--- config.mk ---
export PLATFORM = sky130hd
export DESIGN_NAME = text_console_cell_writer_top
export DESIGN_NICKNAME = d
export VERILOG_FILES = /design/src/sv/tcw_pkg.sv /design/src/sv/text_console_cell_writer_top.sv /design/src/sv/tcw_cursor.sv /design/src/sv/tcw_bcd.sv
export SDC_FILE = /design/constraint.sdc
export NUM_CORES = 1
export LEC_CHECK = 0
export BUFFER_PORTS_ARGS = -buffer_cell sky130_fd_sc_hd__buf_4
export CORE_UTILIZATION = 55
export DETAILED_ROUTE_END_ITERATION = 8
export PLACE_DENSITY_LB_ADDON = 0.3
export SLEW_MARGIN = 5
export SYNTH_ARGS = -nofsm -noshare
export SYNTH_HDL_FRONTEND = slang
export SYNTH_SLANG_ARGS = --single-unit
--- constraint.sdc ---
create_clock -name aclk -period 3.9 [get_ports aclk]
set_input_delay 0 -clock aclk [delete_from_list [all_inputs] [get_ports aclk]]
set_output_delay 0 -clock aclk [all_outputs]
set_load 0.01 [all_outputs]
--- src/sv/tcw_pkg.sv ---
package tcw_pkg;

    // Operation codes carried in s_tuser.
    localparam logic [1:0] OP_CHAR = 2'd0;
    localparam logic [1:0] OP_DEC  = 2'd1;
    localparam logic [1:0] OP_HEX  = 2'd2;

    // Character codes with special meaning or used as fixed text.
    localparam logic [7:0] CHAR_NEWLINE   = 8'h0A;
    localparam logic [7:0] CHAR_BACKSPACE = 8'h08;
    localparam logic [7:0] CHAR_SPACE     = 8'h20;
    localparam logic [7:0] CHAR_MINUS     = 8'h2D;
    localparam logic [7:0] CHAR_ZERO      = 8'h30;
    localparam logic [7:0] CHAR_LOWER_X   = 8'h78;
    localparam logic [7:0] CHAR_UPPER_A   = 8'h41;

    // Widths of the number path.
    localparam int BIN_W      = 32;
    localparam int DEC_DIGITS = 10;
    localparam int HEX_DIGITS = 8;
    localparam int BCD_W      = 4 * DEC_DIGITS;
    localparam int ITER_W     = $clog2(BIN_W);
    localparam int CELL_ADDR_W = 11;

    // Cursor movement requested by the sequencer.
    typedef enum logic [1:0] {
        CUR_HOLD,
        CUR_ADVANCE,
        CUR_NEWLINE,
        CUR_BACK
    } cursor_cmd_t;

    // Status of the binary to BCD converter.
    typedef struct packed {
        logic               busy;
        logic [BCD_W-1:0]   bcd;
    } bcd_status_t;

    // Maps one nibble to its uppercase hex character.
    function automatic logic [7:0] hex_char(input logic [3:0] nib);
        logic [7:0] code;
        if (nib < 4'd10) begin
            code = CHAR_ZERO + {4'd0, nib};
        end else begin
            code = CHAR_UPPER_A + {4'd0, nib} - 8'd10;
        end
        return code;
    endfunction

endpackage

--- src/sv/text_console_cell_writer_top.sv ---
// A character is accepted, then written to its cell. A hex value is accepted, then
// written cell by cell; a decimal value is accepted, goes through the
// shift-and-add-three conversion, drops leading zeros, then is written cell by
// cell (up to 11 cells). Input is taken only between items.
// Output stalls hold the sequencer. Synchronous active-low reset puts the cursor
// at the top left and empties the output register.
module text_console_cell_writer_top #(
    parameter int SCREEN_COLUMNS = 80,
    parameter int SCREEN_ROWS    = 25
) (
    input  logic        aclk,
    input  logic        aresetn,
    input  logic        s_tvalid,
    output logic        s_tready,
    input  logic [47:0] s_tdata,   // character [7:0], value [39:8], color [47:40]
    input  logic [1:0]  s_tuser,   // op [1:0]
    output logic        m_tvalid,
    input  logic        m_tready,
    output logic [31:0] m_tdata,   // cell_address [10:0], cell_value [26:11], zero above
    output logic        m_tlast
);

    localparam int SCREEN_W = $clog2(SCREEN_COLUMNS * SCREEN_ROWS);
    localparam int ADDR_W   = (SCREEN_W > tcw_pkg::CELL_ADDR_W) ?
                              SCREEN_W : tcw_pkg::CELL_ADDR_W;
    localparam int DCNT_W   = $clog2(tcw_pkg::DEC_DIGITS + 1);

    typedef enum logic [2:0] {
        ST_IDLE,
        ST_CHAR,
        ST_CONV,
        ST_SKIP,
        ST_EMIT
    } state_t;

    state_t                     state_reg,   state_next;
    logic [7:0]                 char_reg,    char_next;
    logic [7:0]                 color_reg,   color_next;
    logic                       back_reg,    back_next;
    logic [15:0]                pre_reg,     pre_next;
    logic [1:0]                 pre_cnt_reg, pre_cnt_next;
    logic [tcw_pkg::BCD_W-1:0]  dig_reg,     dig_next;
    logic [DCNT_W-1:0]          dig_cnt_reg, dig_cnt_next;
    logic                       m_valid_reg, m_valid_next;
    logic [10:0]                m_addr_reg,  m_addr_next;
    logic [15:0]                m_value_reg, m_value_next;
    logic                       m_last_reg,  m_last_next;

    logic                       in_xfer;
    logic                       out_free;
    logic [1:0]                 in_op;
    logic [7:0]                 in_char;
    logic [31:0]                in_value;
    logic [7:0]                 in_color;
    logic                       in_neg;
    logic [31:0]                in_mag;
    logic                       bcd_start;
    tcw_pkg::bcd_status_t       bcd_status;
    tcw_pkg::cursor_cmd_t       cur_cmd;
    logic [ADDR_W-1:0]          cur_addr;

    assign in_char  = s_tdata[7:0];
    assign in_value = s_tdata[39:8];
    assign in_color = s_tdata[47:40];
    assign in_op    = s_tuser;
    assign in_neg   = in_value[31];
    assign in_mag   = in_neg ? (~in_value + 32'd1) : in_value;

    assign s_tready = (state_reg == ST_IDLE);
    assign in_xfer  = s_tvalid && s_tready;
    assign out_free = !m_valid_reg || m_tready;

    tcw_cursor #(
        .SCREEN_COLUMNS (SCREEN_COLUMNS),
        .SCREEN_ROWS    (SCREEN_ROWS),
        .ADDR_W         (ADDR_W)
    ) u_cursor (
        .aclk    (aclk),
        .aresetn (aresetn),
        .cmd     (cur_cmd),
        .addr    (cur_addr)
    );

    tcw_bcd u_bcd (
        .aclk    (aclk),
        .aresetn (aresetn),
        .start   (bcd_start),
        .mag     (in_mag),
        .status  (bcd_status)
    );

    // Sequencer: takes one item, then walks its characters one cell per cycle while the output is not stalled.
    always_comb begin
        state_next   = state_reg;
        char_next    = char_reg;
        color_next   = color_reg;
        back_next    = back_reg;
        pre_next     = pre_reg;
        pre_cnt_next = pre_cnt_reg;
        dig_next     = dig_reg;
        dig_cnt_next = dig_cnt_reg;
        m_valid_next = m_valid_reg;
        m_addr_next  = m_addr_reg;
        m_value_next = m_value_reg;
        m_last_next  = m_last_reg;
        bcd_start    = 1'b0;
        cur_cmd      = tcw_pkg::CUR_HOLD;

        // The downstream side took the pending transfer.
        if (m_valid_reg && m_tready) begin
            m_valid_next = 1'b0;
        end

        unique case (state_reg)
            ST_IDLE: begin
                if (in_xfer) begin
                    char_next  = in_char;
                    color_next = in_color;
                    back_next  = (in_char == tcw_pkg::CHAR_BACKSPACE);
                    priority if (in_op == tcw_pkg::OP_CHAR) begin
                        if (in_char == tcw_pkg::CHAR_NEWLINE) begin
                            cur_cmd = tcw_pkg::CUR_NEWLINE;
                        end else begin
                            if (in_char == tcw_pkg::CHAR_BACKSPACE) begin
                                cur_cmd = tcw_pkg::CUR_BACK;
                            end
                            state_next = ST_CHAR;
                        end
                    end else if (in_op == tcw_pkg::OP_DEC) begin
                        bcd_start    = 1'b1;
                        pre_next     = {tcw_pkg::CHAR_MINUS, 8'd0};
                        pre_cnt_next = in_neg ? 2'd1 : 2'd0;
                        dig_cnt_next = DCNT_W'(tcw_pkg::DEC_DIGITS);
                        state_next   = ST_CONV;
                    end else if (in_op == tcw_pkg::OP_HEX) begin
                        pre_next     = {tcw_pkg::CHAR_ZERO, tcw_pkg::CHAR_LOWER_X};
                        pre_cnt_next = 2'd2;
                        dig_next     = {in_value, 8'd0};
                        dig_cnt_next = DCNT_W'(tcw_pkg::HEX_DIGITS);
                        state_next   = ST_EMIT;
                    end else begin
                        state_next = ST_IDLE;
                    end
                end
            end
            ST_CHAR: begin
                if (out_free) begin
                    m_valid_next = 1'b1;
                    m_addr_next  = cur_addr[10:0];
                    m_value_next = {color_reg, back_reg ? tcw_pkg::CHAR_SPACE : char_reg};
                    m_last_next  = 1'b1;
                    cur_cmd      = back_reg ? tcw_pkg::CUR_HOLD : tcw_pkg::CUR_ADVANCE;
                    state_next   = ST_IDLE;
                end
            end
            ST_CONV: begin
                if (!bcd_status.busy) begin
                    dig_next   = bcd_status.bcd;
                    state_next = ST_SKIP;
                end
            end
            ST_SKIP: begin
                // Drop leading zero digits, keeping at least one.
                if ((dig_cnt_reg > DCNT_W'(1)) &&
                    (dig_reg[tcw_pkg::BCD_W-1 -: 4] == 4'd0)) begin
                    dig_next     = {dig_reg[tcw_pkg::BCD_W-5:0], 4'd0};
                    dig_cnt_next = dig_cnt_reg - 1'b1;
                end else begin
                    state_next = ST_EMIT;
                end
            end
            ST_EMIT: begin
                if (out_free) begin
                    m_valid_next = 1'b1;
                    m_addr_next  = cur_addr[10:0];
                    cur_cmd      = tcw_pkg::CUR_ADVANCE;
                    if (pre_cnt_reg != 2'd0) begin
                        m_value_next = {color_reg, pre_reg[15:8]};
                        m_last_next  = 1'b0;
                        pre_next     = {pre_reg[7:0], 8'd0};
                        pre_cnt_next = pre_cnt_reg - 1'b1;
                    end else begin
                        m_value_next = {color_reg,
                                        tcw_pkg::hex_char(dig_reg[tcw_pkg::BCD_W-1 -: 4])};
                        m_last_next  = (dig_cnt_reg == DCNT_W'(1));
                        dig_next     = {dig_reg[tcw_pkg::BCD_W-5:0], 4'd0};
                        dig_cnt_next = dig_cnt_reg - 1'b1;
                        if (dig_cnt_reg == DCNT_W'(1)) begin
                            state_next = ST_IDLE;
                        end
                    end
                end
            end
            default: begin
                state_next = ST_IDLE;
            end
        endcase
    end

    always_ff @(posedge aclk) begin
        if (!aresetn) begin
            state_reg   <= ST_IDLE;
            m_valid_reg <= 1'b0;
        end else begin
            state_reg   <= state_next;
            m_valid_reg <= m_valid_next;
        end
        char_reg    <= char_next;
        color_reg   <= color_next;
        back_reg    <= back_next;
        pre_reg     <= pre_next;
        pre_cnt_reg <= pre_cnt_next;
        dig_reg     <= dig_next;
        dig_cnt_reg <= dig_cnt_next;
        m_addr_reg  <= m_addr_next;
        m_value_reg <= m_value_next;
        m_last_reg  <= m_last_next;
    end

    assign m_tvalid = m_valid_reg;
    assign m_tdata  = {5'd0, m_value_reg, m_addr_reg};
    assign m_tlast  = m_last_reg;

endmodule

--- src/sv/tcw_cursor.sv ---
module tcw_cursor #(
    parameter int SCREEN_COLUMNS = 80,
    parameter int SCREEN_ROWS    = 25,
    parameter int ADDR_W         = 11
) (
    input  logic                  aclk,
    input  logic                  aresetn,
    input  tcw_pkg::cursor_cmd_t  cmd,
    output logic [ADDR_W-1:0]     addr
);

    localparam int COL_W = $clog2(SCREEN_COLUMNS);
    localparam int ROW_W = (SCREEN_ROWS > 1) ? $clog2(SCREEN_ROWS) : 1;

    logic [COL_W-1:0]  col_reg,  col_next;
    logic [ROW_W-1:0]  row_reg,  row_next;
    logic [ADDR_W-1:0] base_reg, base_next;
    logic              at_last_col;
    logic              at_last_row;

    assign at_last_col = (col_reg == COL_W'(SCREEN_COLUMNS - 1));
    assign at_last_row = (row_reg == ROW_W'(SCREEN_ROWS - 1));

    // The row base tracks row times columns, so the address needs one add.
    assign addr = base_reg + ADDR_W'(col_reg);

    // Cursor movement.
    always_comb begin
        col_next  = col_reg;
        row_next  = row_reg;
        base_next = base_reg;
        unique case (cmd)
            tcw_pkg::CUR_HOLD: begin
            end
            tcw_pkg::CUR_ADVANCE: begin
                if (at_last_col) begin
                    col_next = '0;
                    if (at_last_row) begin
                        row_next  = '0;
                        base_next = '0;
                    end else begin
                        row_next  = row_reg + 1'b1;
                        base_next = base_reg + ADDR_W'(SCREEN_COLUMNS);
                    end
                end else begin
                    col_next = col_reg + 1'b1;
                end
            end
            tcw_pkg::CUR_NEWLINE: begin
                col_next = '0;
                if (at_last_row) begin
                    row_next  = '0;
                    base_next = '0;
                end else begin
                    row_next  = row_reg + 1'b1;
                    base_next = base_reg + ADDR_W'(SCREEN_COLUMNS);
                end
            end
            tcw_pkg::CUR_BACK: begin
                if (col_reg != '0) begin
                    col_next = col_reg - 1'b1;
                end
            end
            default: begin
            end
        endcase
    end

    always_ff @(posedge aclk) begin
        if (!aresetn) begin
            col_reg  <= '0;
            row_reg  <= '0;
            base_reg <= '0;
        end else begin
            col_reg  <= col_next;
            row_reg  <= row_next;
            base_reg <= base_next;
        end
    end

endmodule

--- src/sv/tcw_bcd.sv ---
module tcw_bcd (
    input  logic                          aclk,
    input  logic                          aresetn,
    input  logic                          start,
    input  logic [tcw_pkg::BIN_W-1:0]     mag,
    output tcw_pkg::bcd_status_t          status
);

    logic [tcw_pkg::BCD_W-1:0]  bcd_reg, bcd_next;
    logic [tcw_pkg::BIN_W-1:0]  bin_reg, bin_next;
    logic [tcw_pkg::ITER_W-1:0] iter_reg, iter_next;
    logic                       busy_reg, busy_next;
    logic [tcw_pkg::BCD_W-1:0]  adj;

    // Add three to every digit of five or more before the shift.
    always_comb begin
        for (int k = 0; k < tcw_pkg::DEC_DIGITS; k++) begin
            if (bcd_reg[4*k +: 4] >= 4'd5) begin
                adj[4*k +: 4] = bcd_reg[4*k +: 4] + 4'd3;
            end else begin
                adj[4*k +: 4] = bcd_reg[4*k +: 4];
            end
        end
    end

    // One bit of the magnitude enters the digit register per cycle while the conversion is busy.
    always_comb begin
        bcd_next  = bcd_reg;
        bin_next  = bin_reg;
        iter_next = iter_reg;
        busy_next = busy_reg;
        if (start) begin
            bcd_next  = '0;
            bin_next  = mag;
            iter_next = '0;
            busy_next = 1'b1;
        end else if (busy_reg) begin
            bcd_next  = {adj[tcw_pkg::BCD_W-2:0], bin_reg[tcw_pkg::BIN_W-1]};
            bin_next  = {bin_reg[tcw_pkg::BIN_W-2:0], 1'b0};
            iter_next = iter_reg + 1'b1;
            if (iter_reg == {tcw_pkg::ITER_W{1'b1}}) begin
                busy_next = 1'b0;
            end
        end
    end

    always_ff @(posedge aclk) begin
        if (!aresetn) begin
            busy_reg <= 1'b0;
            iter_reg <= '0;
        end else begin
            busy_reg <= busy_next;
            iter_reg <= iter_next;
        end
        bcd_reg <= bcd_next;
        bin_reg <= bin_next;
    end

    assign status.busy = busy_reg;
    assign status.bcd  = bcd_reg;

endmodule

* Word level (Yosys, flattened, before mapping)
Cells that the tools add are included.
W data, S select, Z words.
** Word-level totals
- Flip-flop bits (word level) :: 212
- Input bits :: 54
- Output and inout bits :: 35
- Word-level logic and storage cells :: 208
** Cells by class
- $add $sub $neg :: 22
- Magnitude comparators :: 12
- Eq/ne operators :: 31
- Mux-type cells :: 94
- Bitwise logic cells :: 2
- Reduce and logical (&&, ||, !) cells :: 28
** Operators by type and width (count)
- $mux W40 :: 8
- $pmux W40 S4 :: 1
- $mux W16 :: 8
- $mux W32 :: 3
- $mux W4 :: 16
- $pmux W16 S2 :: 2
- $ge A4 B3 Y1 const B :: 10
- $add A4 B2 Y4 const B :: 9
- $mux W3 :: 12
- $add A32 B1 Y32 const B :: 1
- $not A32 Y32 :: 1
- $mux W8 :: 3
- $mux W11 :: 2
- $pmux W11 S2 :: 1
- $pmux W7 S3 :: 1
- $mux W2 :: 10
- $ne A2 B2 Y1 const B :: 10
- $mux W1 :: 17
- $eq A8 B4 Y1 const B :: 2
- $pmux W3 S5 :: 1
- $mux W7 :: 2
- $pmux W4 S3 :: 1
- $add A11 B7 Y11 :: 1
- $add A11 B7 Y11 const B :: 1
- other kinds (45) :: 66

* Depth between registers and ports, before layout
- Depth in word-level cells :: 9
- Gate-level depth with buffers :: 8
- Gate-level depth less buffers :: 7

* By module
From an unflattened synthesis, not the netlist that was laid out.
** Second synthesis, totals
- Cell total of the unflattened synthesis :: 1017
- Area, all modules :: 10526.3 µm²
** By module, submodules not included
- text_console_cell_writer_top :: instances 1, cells an instance 451, area each 5073.6 µm², seq. area each 2992.9 µm²
- tcw_bcd :: instances 1, cells an instance 394, area each 4042.6 µm², seq. area each 1881.8 µm²
- tcw_cursor :: instances 1, cells an instance 172, area each 1410.1 µm², seq. area each 380.4 µm²

* Worst setup path before layout
Ideal clock, no wire load.
- Kind :: reg-to-reg
- From :: register state_reg[1]
- To :: register dig_reg[0] (netlist name) (enable)
- Library setup time :: 0.451 ns
- Data arrival time :: 3.203 ns
- Required time :: 3.449 ns
- Path slack :: 0.246 ns
- Cell stages (with the launch flop) :: 6
- Path buffers :: 2
- Path through :: dfxtp_1 clkbuf_1 and3b_1 clkbuf_1 o311ai_0 a21oi_1
** Between the ends
- Longest elaborated chain between the ends :: 4
** Ends and longest elaborated chain
- from (decl) :: line text_console_cell_writer_top.sv:36 : state_t state_reg, state_next;
- from (signal assigned) :: line text_console_cell_writer_top.sv:205 : state_reg <= state_next;
- $logic_not A3 Y1 :: line text_console_cell_writer_top.sv:69, text_console_cell_writer_top.sv:114
- $logic_and A1 B1 Y1 :: line text_console_cell_writer_top.sv:70 : assign in_xfer = s_tvalid && s_tready;
- $ne A2 B1 Y1 (no line)
- $reduce_and A9 Y1 (no line) *
- to (signal assigned) :: line text_console_cell_writer_top.sv:213 : dig_reg <= dig_next;
- to (decl) :: line text_console_cell_writer_top.sv:42 : logic [tcw_pkg::BCD_W-1:0] dig_reg, dig_next;
Every way passes the cells marked *; elsewhere a longest branch is shown, timed or not.
A chain may end at the register's enable or synchronous reset.

* Worst setup path in the final report
- From :: register state_reg[0]
- To :: register u_cursor.col_reg[3]
** Between the ends
- Longest elaborated chain between the ends :: 7
** Ends and longest elaborated chain
- $logic_not A3 Y1 :: line text_console_cell_writer_top.sv:69, text_console_cell_writer_top.sv:114
- $logic_and A1 B1 Y1 :: line text_console_cell_writer_top.sv:70
- $mux W2 :: line text_console_cell_writer_top.sv:116 : if (in_xfer) begin
- $pmux W2 S3 * :: line text_console_cell_writer_top.sv:114 : unique case (state_reg)
- $eq A2 B2 Y1 or $eq A2 B1 Y1 (tied branches) :: line tcw_cursor.sv:32 : unique case (cmd)
- $ne A2 B1 Y1 (no line) or $reduce_bool A3 Y1 (tied branches)
- $reduce_and A2 Y1 (no line)
- to (signal assigned) :: line tcw_cursor.sv:75 : col_reg <= col_next;
- to (decl) :: line tcw_cursor.sv:15 : logic [COL_W-1:0] col_reg, col_next;
Marks and branches as above.

==> out/results.md <==
| Item | Value | Unit |
|---|---|---|
| Basic-gate share of the synthesized area counting and, or, nand and nor cells | 14.8 | % |
| Cell area after placement | 0.0116 | mm2 |
| Flops & latches, synth | 198 | - |
| Via count of the first global-routing pass | 7,984 | - |
| Site row count | 50 | - |
| Detailed placer's ending HPWL | 16,000 | um |
| Fraction of final layout cells sized beyond drive strength 1 | 11.5 | % |
| Worst Path Buf+Inv | 3 | - |
| Leading register cell type out of synthesis | edfxtp_1 | - |
| Most instantiated cells after synthesis | edfxtp_1 (129), o21ai_0 (107), a21oi_1 (90) | - |
| Async set-reset flop share out of synthesis | 0 | % |
| Arrival time of the worst setup path | 3.28 | ns |
| Placed cells | 1,395 | - |
| Worst-case headroom to the max-slew limit | 27.5 | % |
| Wire length of the first global-routing pass | 40,600 | um |
| Setup TNS | 0 | ns |
| Fraction of the yosys area taken by sequential cells | 48.8 | % |
| Worst reg2reg path startpoint | state_reg[0] | - |
| Cell depth of the worst min-delay path | 3 | - |
| Post CTS Setup Buffer Count | 0 | - |
| Final cycle utilization of the critical path | 74.7 | % |
| DRC Markers | 0 | - |
| Crit path capture type | register | - |
| Total core area | 0.0190 | mm2 |
| Clock-pin transition on the worst setup and hold timing paths | 0.08 | ns |
| Total number of vias | 8,812 | - |
| Delay of the slowest cell on the worst path | 0.61 | ns |
| Final slew viol count | 0 | - |
| CTS H-tree lvls | 4 | - |
| Final RePlAce weighted congestion | 0.823 | - |
| Setup clock skew after layout | 0.0107 | ns |
| FF-to-FF setup slack | 0.98 | ns |
| Initial standard-cell utilization of the core | 56.8 | % |
| I/O Buffers | 83 | - |
| Data required time at the worst endpoint | 4.27 | ns |
| CTS Root Cell | clkbuf_16 | - |
| DIE WIDTH | 142 | um |
| Detailed router's first-iteration violation count | 1,024 | - |
| Worst reg-to-reg path cell count | 8 | - |
| Leading cell type by number of instances after synthesis | edfxtp_1 | - |
| Synth area leaders | edfxtp_1 (36%), dfxtp_1 (13%), o21ai_0 (5.0%) | - |
| XOR/XNOR share of the synthesized area | 4.55 | % |
| Number of distinct library cell variants in the gate-level netlist after synthesis | 59 | - |
| Crit-path cells | buf_4 -> nor3_1 -> nand2_1 -> inv_1 -> buf_4 -> nand4_1 -> a2111oi_0 -> o31a_1 | - |
| Static leakage | 4.63 | nW |
| Synthesized area per cell | 9.71 | um2 |
| Run status | finished, final reports clean | - |
| Post-layout min period | 2.92 | ns |
| Power Total | 6.25 | mW |
| Hold Path End | u_bcd.bin_reg[7] | - |
| Routed WL | 25,000 | um |
| Avg WL per Cell | 17.0 | um |
| Top Family by Delay on Critical Path | simple AND/OR/NAND/NOR gates | - |
| Max stage delay cell, worst path | a2111oi_0 | - |
| Compound-gate portion of the synthesized area | 19.8 | % |
| Net count reported at finish | 1,286 | - |
| WS Path Type | register to register | - |
| CTS Sinks | 198 | - |
| Max cap viols | 0 | - |
| Maximum ir drop on the vdd rail | 0.313 | mV |
| Pin count of the biggest net entering global routing | 64 | - |
| Cell seen most often among critical-path stages | buf_4 | - |
| Hold Crit Start | s_tdata[15] | - |
| Pin slew with the least headroom to its limit | 1.09 | ns |
| CTS-repair resized insts | 0 | - |
| Mux contribution to synthesized area | 2.97 | % |
| Post-CTS Hold Fix Bufs | 41 | - |
| Main combinational cell family by area after synthesis | compound AO/OA/AOI/OAI gates | - |
| Cts bufs inserted | 17 | - |
| Worst hold-check path type | primary input to register | - |
| Final instance area | 0.0126 | mm2 |
| Number of search-and-repair iterations in the first detailed-routing pass | 6 | - |
| Syn Inst Count | 1,110 | - |
| Count of nets left with antenna violations after detail routing | 0 | - |
| CP Launch Type | register | - |
| Setup violations, final | 0 | - |
| TritonCTS clock tree | yes | - |
| Global route total overflow | 0 | - |
| Initial antenna violation count | 0 | - |
| Total die area | 0.0202 | mm2 |
| Final std cells w/o fill | 1,469 | - |
| Combined area of all synthesized cells | 0.0108 | mm2 |
| Highest achievable clock rate | 343 | MHz |
| Most area-hungry cell type in the Yosys netlist | edfxtp_1 | - |
| CP max FO | 34 | - |
| EDFF count, synth | 129 | - |
| Syn-to-layout area delta | 16.8 | % |
| Endpoint of the worst-slack reg-to-reg timing path | u_cursor.col_reg[3] | - |
| Warnings, synthesis | 0 | - |
| Area fraction of the dominant cell type after synthesis | 36.0 | % |
| Num ports | 89 | - |
| Unrepaired setup endpoints after global routing | false | - |
| Maximum buffer depth of the clock tree | 2 | - |
| Post-DR vias/cell | 6.00 | - |
| Skew-Pair Late Insertion Delay | 0.43 | ns |
| Synthesized-area fraction occupied by adder cells | 4.37 | % |
| Chip Height | 142 | um |
| Power Dens Cells | 496 | mW/mm2 |
| Final hold violation count | 0 | - |
| Overall fraction of global-route tracks in use | 25.3 | % |
where the power goes:
group / internal [mW] / leakage, nW / switching, mW / total (mW)
Sequential: 2.60 / 1.77 / 0.283 / 2.88
Combinational: 0.674 / 2.57 / 0.880 / 1.55
Clock: 1.02 / 0.287 / 0.793 / 1.81
worst max-delay path by stage:
stage,startpoint,endpoint,slack [ns],cells after the start
floorplan,state_reg[1],dig_reg[0],0.25,5
global placement,back_reg,u_cursor.base_reg[10],1.12,6
detailed placement,back_reg,u_cursor.base_reg[7],1.09,6
CTS,back_reg,u_cursor.base_reg[7],1.02,6
global route,state_reg[0],u_cursor.col_reg[4],0.73,9
finish,state_reg[0],u_cursor.col_reg[3],0.98,8
area by class of cell:
cell class / count / area [um2]
multi-input combinational: 789 / 5060
sequential: 198 / 5260
clock inverter: 14 / 170
clock buffer: 18 / 429
inverter: 47 / 176
fill: 1464 / 6370
tap: 260 / 325
antenna: 1 / 2.50
timing repair buffer: 142 / 1170
cell families (layout without fill, tap and decap cells):
logic type               Yosys count  count (layout)
XOR/XNOR                          56              56
buffers and inverters            127             221
flip-flops                       198             198
adder cells (fa/ha/maj)           37              37
other                              1               6
multiplexers                      32              32
AO/OA/AOI/OAI                    347             347
AND/OR/NAND/NOR                  312             312
per-stage QoR:
step / setup slack, ns / util (%) / hold WS, ns
floorplan: 0.246 / - / 0.0989
finish: 0.985 / 66.4 / 0.0102
global placement: 1.12 / 61.1 / 0.179
global route: 0.733 / 66.4 / 0.0235
detailed placement: 1.09 / 61.1 / 0.179
CTS: 1.02 / 66.4 / 0.000129
metal layers:
layer	wire length, um	part of all wire (%)	global-route usage (%)	vias to the layer above
met1	11300	45	36.3	4191
li1	-	-	-	4259
met5	0	0	0	-
met3	1630	6.5	4.14	25
met2	11700	47	39.7	337
met4	329	1.3	7.19	0
placed cells by master, fill, tap and decap left out, types with 7 or more instances in the layout:
cell             n
o22a_1          17
xnor2_1         22
nor3b_1         13
a2bb2oi_1       17
o21ai_1          9
nor3_1          13
mux2i_1         32
ha_1            36
or4_1            7
or3_1           42
edfxtp_1       129
nand3_1         25
nand2b_1        25
a21oi_1         89
dlygate4sd3_1   41
nand4_1          7
o22ai_1         33
inv_1           47
o41ai_1          9
a211oi_1        10
nor4_1           9
dfxtp_1         67
clkbuf_16       17
buf_4          101
o31ai_1         17
nor2b_1          7
nor2_1          62
nand2_1         80
xor2_1          34
nand3b_1         8
o21ai_0        107
tightest hold or removal path, cell delays in order:
cell,delay (ns)
buf_4,0.13
xor2_1,0.07
o21ai_0,0.14
Note: power is estimated with default switching activity, not from simulation.
